[src/rtl/half_duplex_serial_ring_buffers_macros.svh]
// ----------------------------------------------------------------------------
// half_duplex_serial_ring_buffers_macros
// assertion macros shared by the serial ring buffer rtl
// ----------------------------------------------------------------------------
`ifndef HALF_DUPLEX_SERIAL_RING_BUFFERS_MACROS_SVH
`define HALF_DUPLEX_SERIAL_RING_BUFFERS_MACROS_SVH

`ifndef SYNTHESIS

// same-cycle implication, checked on every rising edge out of reset
`define HDSRB_ASSERT_NOW(label, clk, rst_n, ante, cons) \
    label: assert property (@(posedge clk) disable iff (!(rst_n)) (ante) |-> (cons)) \
        else $error("assertion failed");

// next-cycle implication
`define HDSRB_ASSERT_NXT(label, clk, rst_n, ante, cons) \
    label: assert property (@(posedge clk) disable iff (!(rst_n)) (ante) |=> (cons)) \
        else $error("assertion failed");

`else

`define HDSRB_ASSERT_NOW(label, clk, rst_n, ante, cons)
`define HDSRB_ASSERT_NXT(label, clk, rst_n, ante, cons)

`endif

`endif

[src/rtl/hdsrb_pkg.sv]
// ----------------------------------------------------------------------------
// hdsrb_pkg
// types and constants of the half-duplex serial ring buffers
// ----------------------------------------------------------------------------
`default_nettype none

package hdsrb_pkg;

    // default ring depths
    localparam int TX_DEPTH_DEF = 32;
    localparam int RX_DEPTH_DEF = 32;

    // event codes on the input word
    typedef enum logic [2:0] {
        MODE_HOST_WR    = 3'd0,
        MODE_HOST_RD    = 3'd1,
        MODE_LINE_RX    = 3'd2,
        MODE_TX_READY   = 3'd3,
        MODE_SHIFT_DONE = 3'd4
    } t_mode;

    // line direction
    typedef enum logic [1:0] {
        LINE_RECEIVING = 2'd0,
        LINE_SENDING   = 2'd1,
        LINE_DRAINING  = 2'd2
    } t_line;

    // input word
    typedef struct packed {
        logic [2:0] mode;
        logic [7:0] data;
    } t_in_word;

    // result word
    typedef struct packed {
        logic [7:0] out_data;
        logic       ok;
        logic [4:0] tx_count;
        logic [4:0] rx_count;
        logic [1:0] line_state;
        logic       tx_done;
    } t_out_word;

endpackage

`default_nettype wire

[src/rtl/half_duplex_serial_ring_buffers.sv]
// ----------------------------------------------------------------------------
// half_duplex_serial_ring_buffers
// transmit and receive ring buffers for a half-duplex serial line
// ----------------------------------------------------------------------------
//
//   channel   valid         stall         word
//   -------   -----------   -----------   ------------
//   events    i_in_valid    o_in_stall    i_in_word
//   results   o_out_valid   i_out_stall   o_out_word
//
// one event word is taken per cycle while the event side is not stalled; pointer
// update and registered ram read happen at the accepting edge into the pending
// slot, and the ram read data lands in the output register when that slot moves.
// reset clears pointers, sets the line direction to receiving and sets the done
// flag; ring contents are not cleared and need no sweep.
// a stalled output register holds its word; the event side stalls only when
// the pending slot is full and the output register is full and stalled.
//
`default_nettype none

`include "half_duplex_serial_ring_buffers_macros.svh"

module half_duplex_serial_ring_buffers #(
    parameter int TX_DEPTH = hdsrb_pkg::TX_DEPTH_DEF,
    parameter int RX_DEPTH = hdsrb_pkg::RX_DEPTH_DEF
) (
    input  wire logic                 i_clk,
    input  wire logic                 i_rst_n,
    input  wire logic                 i_in_valid,
    output logic                      o_in_stall,
    input  wire hdsrb_pkg::t_in_word  i_in_word,
    output logic                      o_out_valid,
    input  wire logic                 i_out_stall,
    output hdsrb_pkg::t_out_word      o_out_word
);

    import hdsrb_pkg::*;

    localparam int TX_AW = $clog2(TX_DEPTH);
    localparam int RX_AW = $clog2(RX_DEPTH);

    localparam logic [TX_AW-1:0] TX_LAST   = TX_AW'(TX_DEPTH - 1);
    localparam logic [RX_AW-1:0] RX_LAST   = RX_AW'(RX_DEPTH - 1);
    localparam logic [TX_AW:0]   TX_SPAN   = (TX_AW + 1)'(TX_DEPTH);
    localparam logic [RX_AW:0]   RX_SPAN   = (RX_AW + 1)'(RX_DEPTH);
    // highest fill level at which a host write still goes in
    localparam logic [TX_AW:0]   TX_WR_MAX = (TX_AW + 1)'(TX_DEPTH - 2);

    // architectural state
    logic [TX_AW-1:0] r_tx_head, n_tx_head;
    logic [TX_AW-1:0] r_tx_tail, n_tx_tail;
    logic [RX_AW-1:0] r_rx_head, n_rx_head;
    logic [RX_AW-1:0] r_rx_tail, n_rx_tail;
    t_line            r_line,    n_line;
    logic             r_done,    n_done;

    // pending slot: item accepted, waiting for ram data
    logic r_p_valid, n_p_valid;
    logic r_p_ok,    n_p_ok;
    logic r_p_rd_tx, n_p_rd_tx;
    logic r_p_rd_rx, n_p_rd_rx;

    // output register
    logic      r_o_valid, n_o_valid;
    t_out_word r_o_word,  n_o_word;

    // ram ports
    logic       tx_we, tx_re, rx_we, rx_re;
    logic [7:0] tx_rdata, rx_rdata;

    logic           in_acc, out_free, p_move;
    logic [TX_AW:0] tx_cnt;
    logic [RX_AW:0] rx_cnt;
    logic [TX_AW-1:0] tx_tail_inc;
    logic [RX_AW-1:0] rx_head_inc, rx_tail_inc;
    logic [TX_AW-1:0] tx_head_inc;

    // handshake
    assign out_free   = !r_o_valid || !i_out_stall;
    assign p_move     = r_p_valid && out_free;
    assign o_in_stall = r_p_valid && !out_free;
    assign in_acc     = i_in_valid && !o_in_stall;

    // fill levels of both rings
    always_comb begin
        if (r_tx_head >= r_tx_tail) begin
            tx_cnt = {1'b0, r_tx_head} - {1'b0, r_tx_tail};
        end else begin
            tx_cnt = {1'b0, r_tx_head} + TX_SPAN - {1'b0, r_tx_tail};
        end
        if (r_rx_head >= r_rx_tail) begin
            rx_cnt = {1'b0, r_rx_head} - {1'b0, r_rx_tail};
        end else begin
            rx_cnt = {1'b0, r_rx_head} + RX_SPAN - {1'b0, r_rx_tail};
        end
    end

    // wrapped pointer increments
    assign tx_head_inc = (r_tx_head == TX_LAST) ? '0 : r_tx_head + 1'b1;
    assign tx_tail_inc = (r_tx_tail == TX_LAST) ? '0 : r_tx_tail + 1'b1;
    assign rx_head_inc = (r_rx_head == RX_LAST) ? '0 : r_rx_head + 1'b1;
    assign rx_tail_inc = (r_rx_tail == RX_LAST) ? '0 : r_rx_tail + 1'b1;

    // event decode and state update
    always_comb begin
        n_tx_head = r_tx_head;
        n_tx_tail = r_tx_tail;
        n_rx_head = r_rx_head;
        n_rx_tail = r_rx_tail;
        n_line    = r_line;
        n_done    = r_done;
        n_p_ok    = r_p_ok;
        n_p_rd_tx = r_p_rd_tx;
        n_p_rd_rx = r_p_rd_rx;
        tx_we     = 1'b0;
        tx_re     = 1'b0;
        rx_we     = 1'b0;
        rx_re     = 1'b0;
        if (in_acc) begin
            n_p_ok    = 1'b0;
            n_p_rd_tx = 1'b0;
            n_p_rd_rx = 1'b0;
            unique case (t_mode'(i_in_word.mode))
                MODE_HOST_WR: begin
                    if (tx_cnt <= TX_WR_MAX) begin
                        tx_we     = 1'b1;
                        n_tx_head = tx_head_inc;
                        n_done    = 1'b0;
                        n_line    = LINE_SENDING;
                        n_p_ok    = 1'b1;
                    end
                end
                MODE_HOST_RD: begin
                    if (r_rx_head != r_rx_tail) begin
                        rx_re     = 1'b1;
                        n_rx_tail = rx_tail_inc;
                        n_p_rd_rx = 1'b1;
                        n_p_ok    = 1'b1;
                    end
                end
                MODE_LINE_RX: begin
                    if (r_line == LINE_RECEIVING) begin
                        rx_we     = 1'b1;
                        n_rx_head = rx_head_inc;
                        n_p_ok    = 1'b1;
                    end
                end
                MODE_TX_READY: begin
                    if (r_line == LINE_SENDING && r_tx_head != r_tx_tail) begin
                        tx_re     = 1'b1;
                        n_tx_tail = tx_tail_inc;
                        n_p_rd_tx = 1'b1;
                        n_p_ok    = 1'b1;
                        if (tx_tail_inc == r_tx_head) begin
                            n_line = LINE_DRAINING;
                        end
                    end
                end
                MODE_SHIFT_DONE: begin
                    if (r_line == LINE_DRAINING) begin
                        n_line = LINE_RECEIVING;
                        n_done = 1'b1;
                        n_p_ok = 1'b1;
                    end
                end
                default: begin
                end
            endcase
        end
    end

    // pending slot and output register control
    always_comb begin
        n_p_valid = r_p_valid;
        if (in_acc) begin
            n_p_valid = 1'b1;
        end else if (p_move) begin
            n_p_valid = 1'b0;
        end
        n_o_valid = r_o_valid;
        if (p_move) begin
            n_o_valid = 1'b1;
        end else if (!i_out_stall) begin
            n_o_valid = 1'b0;
        end
    end

    // result word, built from ram data and the state the item left behind
    always_comb begin
        n_o_word = r_o_word;
        if (p_move) begin
            n_o_word.out_data   = r_p_rd_tx ? tx_rdata : (r_p_rd_rx ? rx_rdata : 8'd0);
            n_o_word.ok         = r_p_ok;
            n_o_word.tx_count   = 5'(tx_cnt);
            n_o_word.rx_count   = 5'(rx_cnt);
            n_o_word.line_state = r_line;
            n_o_word.tx_done    = r_done;
        end
    end

    // control registers
    always_ff @(posedge i_clk) begin
        if (!i_rst_n) begin
            r_tx_head <= '0;
            r_tx_tail <= '0;
            r_rx_head <= '0;
            r_rx_tail <= '0;
            r_line    <= LINE_RECEIVING;
            r_done    <= 1'b1;
            r_p_valid <= 1'b0;
            r_o_valid <= 1'b0;
        end else begin
            r_tx_head <= n_tx_head;
            r_tx_tail <= n_tx_tail;
            r_rx_head <= n_rx_head;
            r_rx_tail <= n_rx_tail;
            r_line    <= n_line;
            r_done    <= n_done;
            r_p_valid <= n_p_valid;
            r_o_valid <= n_o_valid;
        end
    end

    // payload registers
    always_ff @(posedge i_clk) begin
        r_p_ok    <= n_p_ok;
        r_p_rd_tx <= n_p_rd_tx;
        r_p_rd_rx <= n_p_rd_rx;
        r_o_word  <= n_o_word;
    end

    // transmit ring
    hdsrb_ram #(
        .WIDTH (8),
        .DEPTH (TX_DEPTH)
    ) u_tx_ram (
        .i_clk   (i_clk),
        .i_we    (tx_we),
        .i_waddr (r_tx_head),
        .i_wdata (i_in_word.data),
        .i_re    (tx_re),
        .i_raddr (r_tx_tail),
        .o_rdata (tx_rdata)
    );

    // receive ring
    hdsrb_ram #(
        .WIDTH (8),
        .DEPTH (RX_DEPTH)
    ) u_rx_ram (
        .i_clk   (i_clk),
        .i_we    (rx_we),
        .i_waddr (r_rx_head),
        .i_wdata (i_in_word.data),
        .i_re    (rx_re),
        .i_raddr (r_rx_tail),
        .o_rdata (rx_rdata)
    );

    assign o_out_valid = r_o_valid;
    assign o_out_word  = r_o_word;

    // line direction against transmit ring fill
    `HDSRB_ASSERT_NOW(a_rx_tx_empty, i_clk, i_rst_n, r_line == LINE_RECEIVING, r_tx_head == r_tx_tail)
    `HDSRB_ASSERT_NOW(a_send_nonempty, i_clk, i_rst_n, r_line == LINE_SENDING, r_tx_head != r_tx_tail)
    `HDSRB_ASSERT_NOW(a_done_rx, i_clk, i_rst_n, r_done, r_line == LINE_RECEIVING)
    // a pending item never loses its slot while the output is blocked
    `HDSRB_ASSERT_NXT(a_pend_hold, i_clk, i_rst_n, r_p_valid && r_o_valid && i_out_stall, r_p_valid && r_o_valid)

endmodule

`default_nettype wire

[src/rtl/hdsrb_ram.sv]
// ----------------------------------------------------------------------------
// hdsrb_ram
// simple dual-port ram, one write port, one registered read port
// ----------------------------------------------------------------------------
`default_nettype none

module hdsrb_ram #(
    parameter int  WIDTH = 8,
    parameter int  DEPTH = 32,
    localparam int AW    = $clog2(DEPTH)
) (
    input  wire logic             i_clk,
    input  wire logic             i_we,
    input  wire logic [AW-1:0]    i_waddr,
    input  wire logic [WIDTH-1:0] i_wdata,
    input  wire logic             i_re,
    input  wire logic [AW-1:0]    i_raddr,
    output logic      [WIDTH-1:0] o_rdata
);

    logic [WIDTH-1:0] r_mem [DEPTH];
    logic [WIDTH-1:0] r_rdata;

    // write port
    always_ff @(posedge i_clk) begin
        if (i_we) begin
            r_mem[i_waddr] <= i_wdata;
        end
    end

    // read port, data holds while no read is issued
    always_ff @(posedge i_clk) begin
        if (i_re) begin
            r_rdata <= r_mem[i_raddr];
        end
    end

    assign o_rdata = r_rdata;

endmodule

`default_nettype wire
[config.mk]
export PLATFORM = sky130hd
export DESIGN_NAME = half_duplex_serial_ring_buffers
export DESIGN_NICKNAME = d
export VERILOG_FILES = /design/src/rtl/hdsrb_pkg.sv /design/src/rtl/half_duplex_serial_ring_buffers.sv /design/src/rtl/hdsrb_ram.sv
export VERILOG_INCLUDE_DIRS = /design/src /design/src/rtl
export SDC_FILE = /design/constraint.sdc
export NUM_CORES = 1
export LEC_CHECK = 0
export ABC_CLOCK_PERIOD_IN_PS = 4920
export BUFFER_PORTS_ARGS = -buffer_cell sky130_fd_sc_hd__clkbuf_2
export CORE_MARGIN = 1.5
export CORE_UTILIZATION = 41
export DETAILED_ROUTE_END_ITERATION = 10
export HOLD_SLACK_MARGIN = 0.06
export PLACE_DENSITY = 0.6
export SKIP_CTS_REPAIR_TIMING = 1
export SYNTH_ARGS = -nofsm -noshare
export SYNTH_HDL_FRONTEND = slang
export SYNTH_SLANG_ARGS = --single-unit
[constraint.sdc]
create_clock -name i_clk -period 4.92 [get_ports i_clk]
set_clock_uncertainty 0.1 [all_clocks]
set_input_delay 0.492 -clock i_clk [delete_from_list [all_inputs] [get_ports i_clk]]
set_output_delay 0.492 -clock i_clk [all_outputs]
set_load 0.01 [all_outputs]
==> out/metrics.csv <==
metric;value;unit
run_status;finished, final reports clean;
rows;86;
first_pass_iters;5;
clock.fmax;280.2;MHz
overflow;0;
hold_depth;2;
total_power;9831;uW
synth_area_leaders;edfxtp_1 (72%), mux4_2 (16%), dfxtp_1 (2.2%);
tns;0;ns
regToRegEndpoint;u_tx_ram.r_mem[28][7]$_DFFE_PP_;
ff2ff_setup_slack;1.35;ns
syn2layout_area_growth;12.36;%
finalWirelength;50310;um
vias_per_cell;5.631;
final.min_clock_period;3.569;ns
ff2ff_path_depth;10;
floorplan.initialDensity;41.68;%
first_global_vias;11100;
startpoint_type;register;
synth_cell_types;58;
grt_pass1_wl;74620;um
synthTopCellsByCount;edfxtp_1 (553), mux4_2 (160), nor2_1 (53), nand2_1 (48), and3_1 (40);
path_clk_slew;0.06;ns
cts_tree;done;
finalSetupViolations;0;
cts_buffers;56;
clk_latency;0.62;ns
vias;11200;
p_per_area;378.8;nW/um2
dieWidth;240.3;um
endpoint_kind;register;
track_usage;17.82;%
hold_class;input pin to register;
cp.arrival;3.74;ns
rsz0062_at_grt;no;
whs_endpoint;r_done$_SDFFE_PN1P_;
avgSynthCellArea;20.33;um2
drv_slew;0;
ys_warn_count;0;
reg2reg_from;r_tx_tail[0]$_SDFFE_PN0P_;
synth_seq_cells;578;
synth_nets;1176;
fillCellCount;4531;
synth_area;23090;um2
num_antenna_cells;0;
antenna_left;0;
syn_inst;1136;
wl_per_cell;25.31;um
drcViolationCount;0;
drv_cap;0;
root_buffer;clkbuf_16;
synth_flop_cell;edfxtp_1;
pin_count;39;
synth_top_area_share;71.90;%
crit_fanout;34;
cp.required;5.09;ns
async_flop_share;0;%
antenna_found_initial;2;
grt_start_max_net_pins;69;
detailed_place_hpwl;30290;um
core_area;55420;um2
hold_viol_final;0;
place_congestion;0.7976;
seq_area;17120;um2
cts.sinks;578;
nets;1237;
synth_most_common_cell;edfxtp_1;
clock_path_buffers;3;
multi_input_area;5627;um2
critPathKind;register to register;
portBuffers;38;
die_h;240.3;um
synth_edf_count;553;
ir_worst_vdd;327.8;uV
yosysSeqAreaShare;74.07;%
dieArea;57760;um2
ctsHtreeMaxLevel;2;
tightest_slew;1.129;ns
maxSlewHeadroom;24.32;%
min_period_over_period;72.54;%
hp-start;i_rst_n;
synth_area_leader_cell;edfxtp_1;
drtIter0Drc;1289;
drive_gt1_share;25.40;%
p_leak;0.008236;uW
==> where the power goes <==
part / leakage (uW) / switching (uW) / internal [uW] / total, uW
Sequential: 0.00519 / 7.50 / 5400 / 5400
Clock: 0.000881 / 1810 / 2460 / 4270
Combinational: 0.00217 / 124 / 31.7 / 156
Total: 0.00824 / 1950 / 7890 / 9830
==> area by class of cell <==
cell class | instances | area share (%)
multi-input combinational | 477 | 21.68
clock buffer | 66 | 5.545
clock inverter | 35 | 1.451
inverter | 26 | 0.3761
sequential | 578 | 65.96
tap | 748 | 3.607
timing repair buffer | 58 | 1.379
==> through the flow <==
step                cells  cell area [um2]  setup slack [ns]  util (%)  hold WS, ns
finish               1988            25950             1.351     46.83       0.1025
global route         1988            25950             1.084     46.83       0.1019
global placement     1885            24110             1.415     43.52       0.3075
floorplan            1136            23090             1.411         -       0.3003
detailed placement   1885            24110             1.360     43.52       0.3081
CTS                  1986            25930             1.351     46.79      0.02609
==> critical path: stages, from the launching register on <==
cell	delay, ns
dfxtp_4	0.55
ha_1	0.30
inv_1	0.07
fa_1	0.42
xnor2_1	0.23
inv_1	0.07
and4_1	0.17
o211a_2	0.31
nor2_1	0.12
buf_4	0.40
and3_1	0.46
==> cells by family after synthesis <==
logic type / after synthesis / share of synthesized area (%)
flip-flops: 578 / 74.07
adder cells (fa/ha/maj): 25 / 1.419
AND/OR/NAND/NOR: 197 / 4.280
XOR/XNOR: 10 / 0.3792
buffers and inverters: 81 / 1.582
multiplexers: 172 / 16.17
AO/OA/AOI/OAI: 73 / 2.102
==> registers in the layout (all words and copies together) (netlist names), 2 cells and up <==
| register | cells |
|---|---|
| r_rx_tail | 5 |
| u_rx_ram.r_mem | 256 |
| r_rx_head | 5 |
| u_rx_ram.o_rdata | 8 |
| r_line | 2 |
| r_tx_tail | 5 |
| r_tx_head | 5 |
| u_tx_ram.o_rdata | 8 |
| o_out_word | 22 |
| u_tx_ram.r_mem | 256 |
==> routing by layer <==
layer,global-route usage (%),routed length [um],vias up
met5,0,0,-
met4,4.269,939,0
met3,3.846,3587,65
met2,27.29,23460,427
met1,26.11,22330,5908
li1,-,-,4795
==> worst max path at each step <==
| stage | start | end | slack, ns | cells after the start |
|---|---|---|---|---|
| 6_report | r_tx_tail[0]$_SDFFE_PN0P_ | u_tx_ram.r_mem[28][7]$_DFFE_PP_ | 1.35 | 10 |
| 5_1_grt | r_tx_tail[0]$_SDFFE_PN0P_ | u_tx_ram.r_mem[9][5]$_DFFE_PP_ | 1.08 | 10 |
| 4_1_cts | r_tx_tail[0]$_SDFFE_PN0P_ | u_tx_ram.r_mem[9][7]$_DFFE_PP_ | 1.35 | 10 |
| 3_5_place_dp | r_tx_tail[0]$_SDFFE_PN0P_ | u_tx_ram.r_mem[9][1]$_DFFE_PP_ | 1.36 | 10 |
| 3_3_place_gp | r_tx_tail[0]$_SDFFE_PN0P_ | u_tx_ram.r_mem[5][3]$_DFFE_PP_ | 1.42 | 10 |
| 2_1_floorplan | r_tx_tail[1]$_SDFFE_PN0P_ | u_tx_ram.r_mem[16][0]$_DFFE_PP_ | 1.41 | 11 |
==> layout by cell type (no fill, tap or decap), types with 3 or more instances in the layout <==
master,synthesis,final
clkinvlp_4,0,3
o21ai_0,15,15
clkinv_2,0,9
mux4_2,160,160
clkbuf_16,0,56
clkbuf_2,0,37
or3_1,3,3
mux2i_1,4,4
mux2_2,8,8
a31oi_1,4,4
ha_1,23,23
clkbuf_1,32,10
a21oi_1,22,22
buf_4,1,17
nor3_1,7,7
clkinv_1,1,13
nor3b_1,5,5
o21a_1,3,3
nand3_1,14,14
edfxtp_1,553,553
dfxtp_1,25,21
nand3b_1,4,4
nand2_1,48,48
and3_1,40,40
and3b_1,3,3
a21o_1,3,3
nor2_1,53,53
nand2b_1,3,3
xnor2_1,5,5
nor2b_1,4,4
bufinv_16,0,7
xor2_1,5,5
inv_1,23,23
a22o_1,7,7
(Power assumes the default switching activity.)
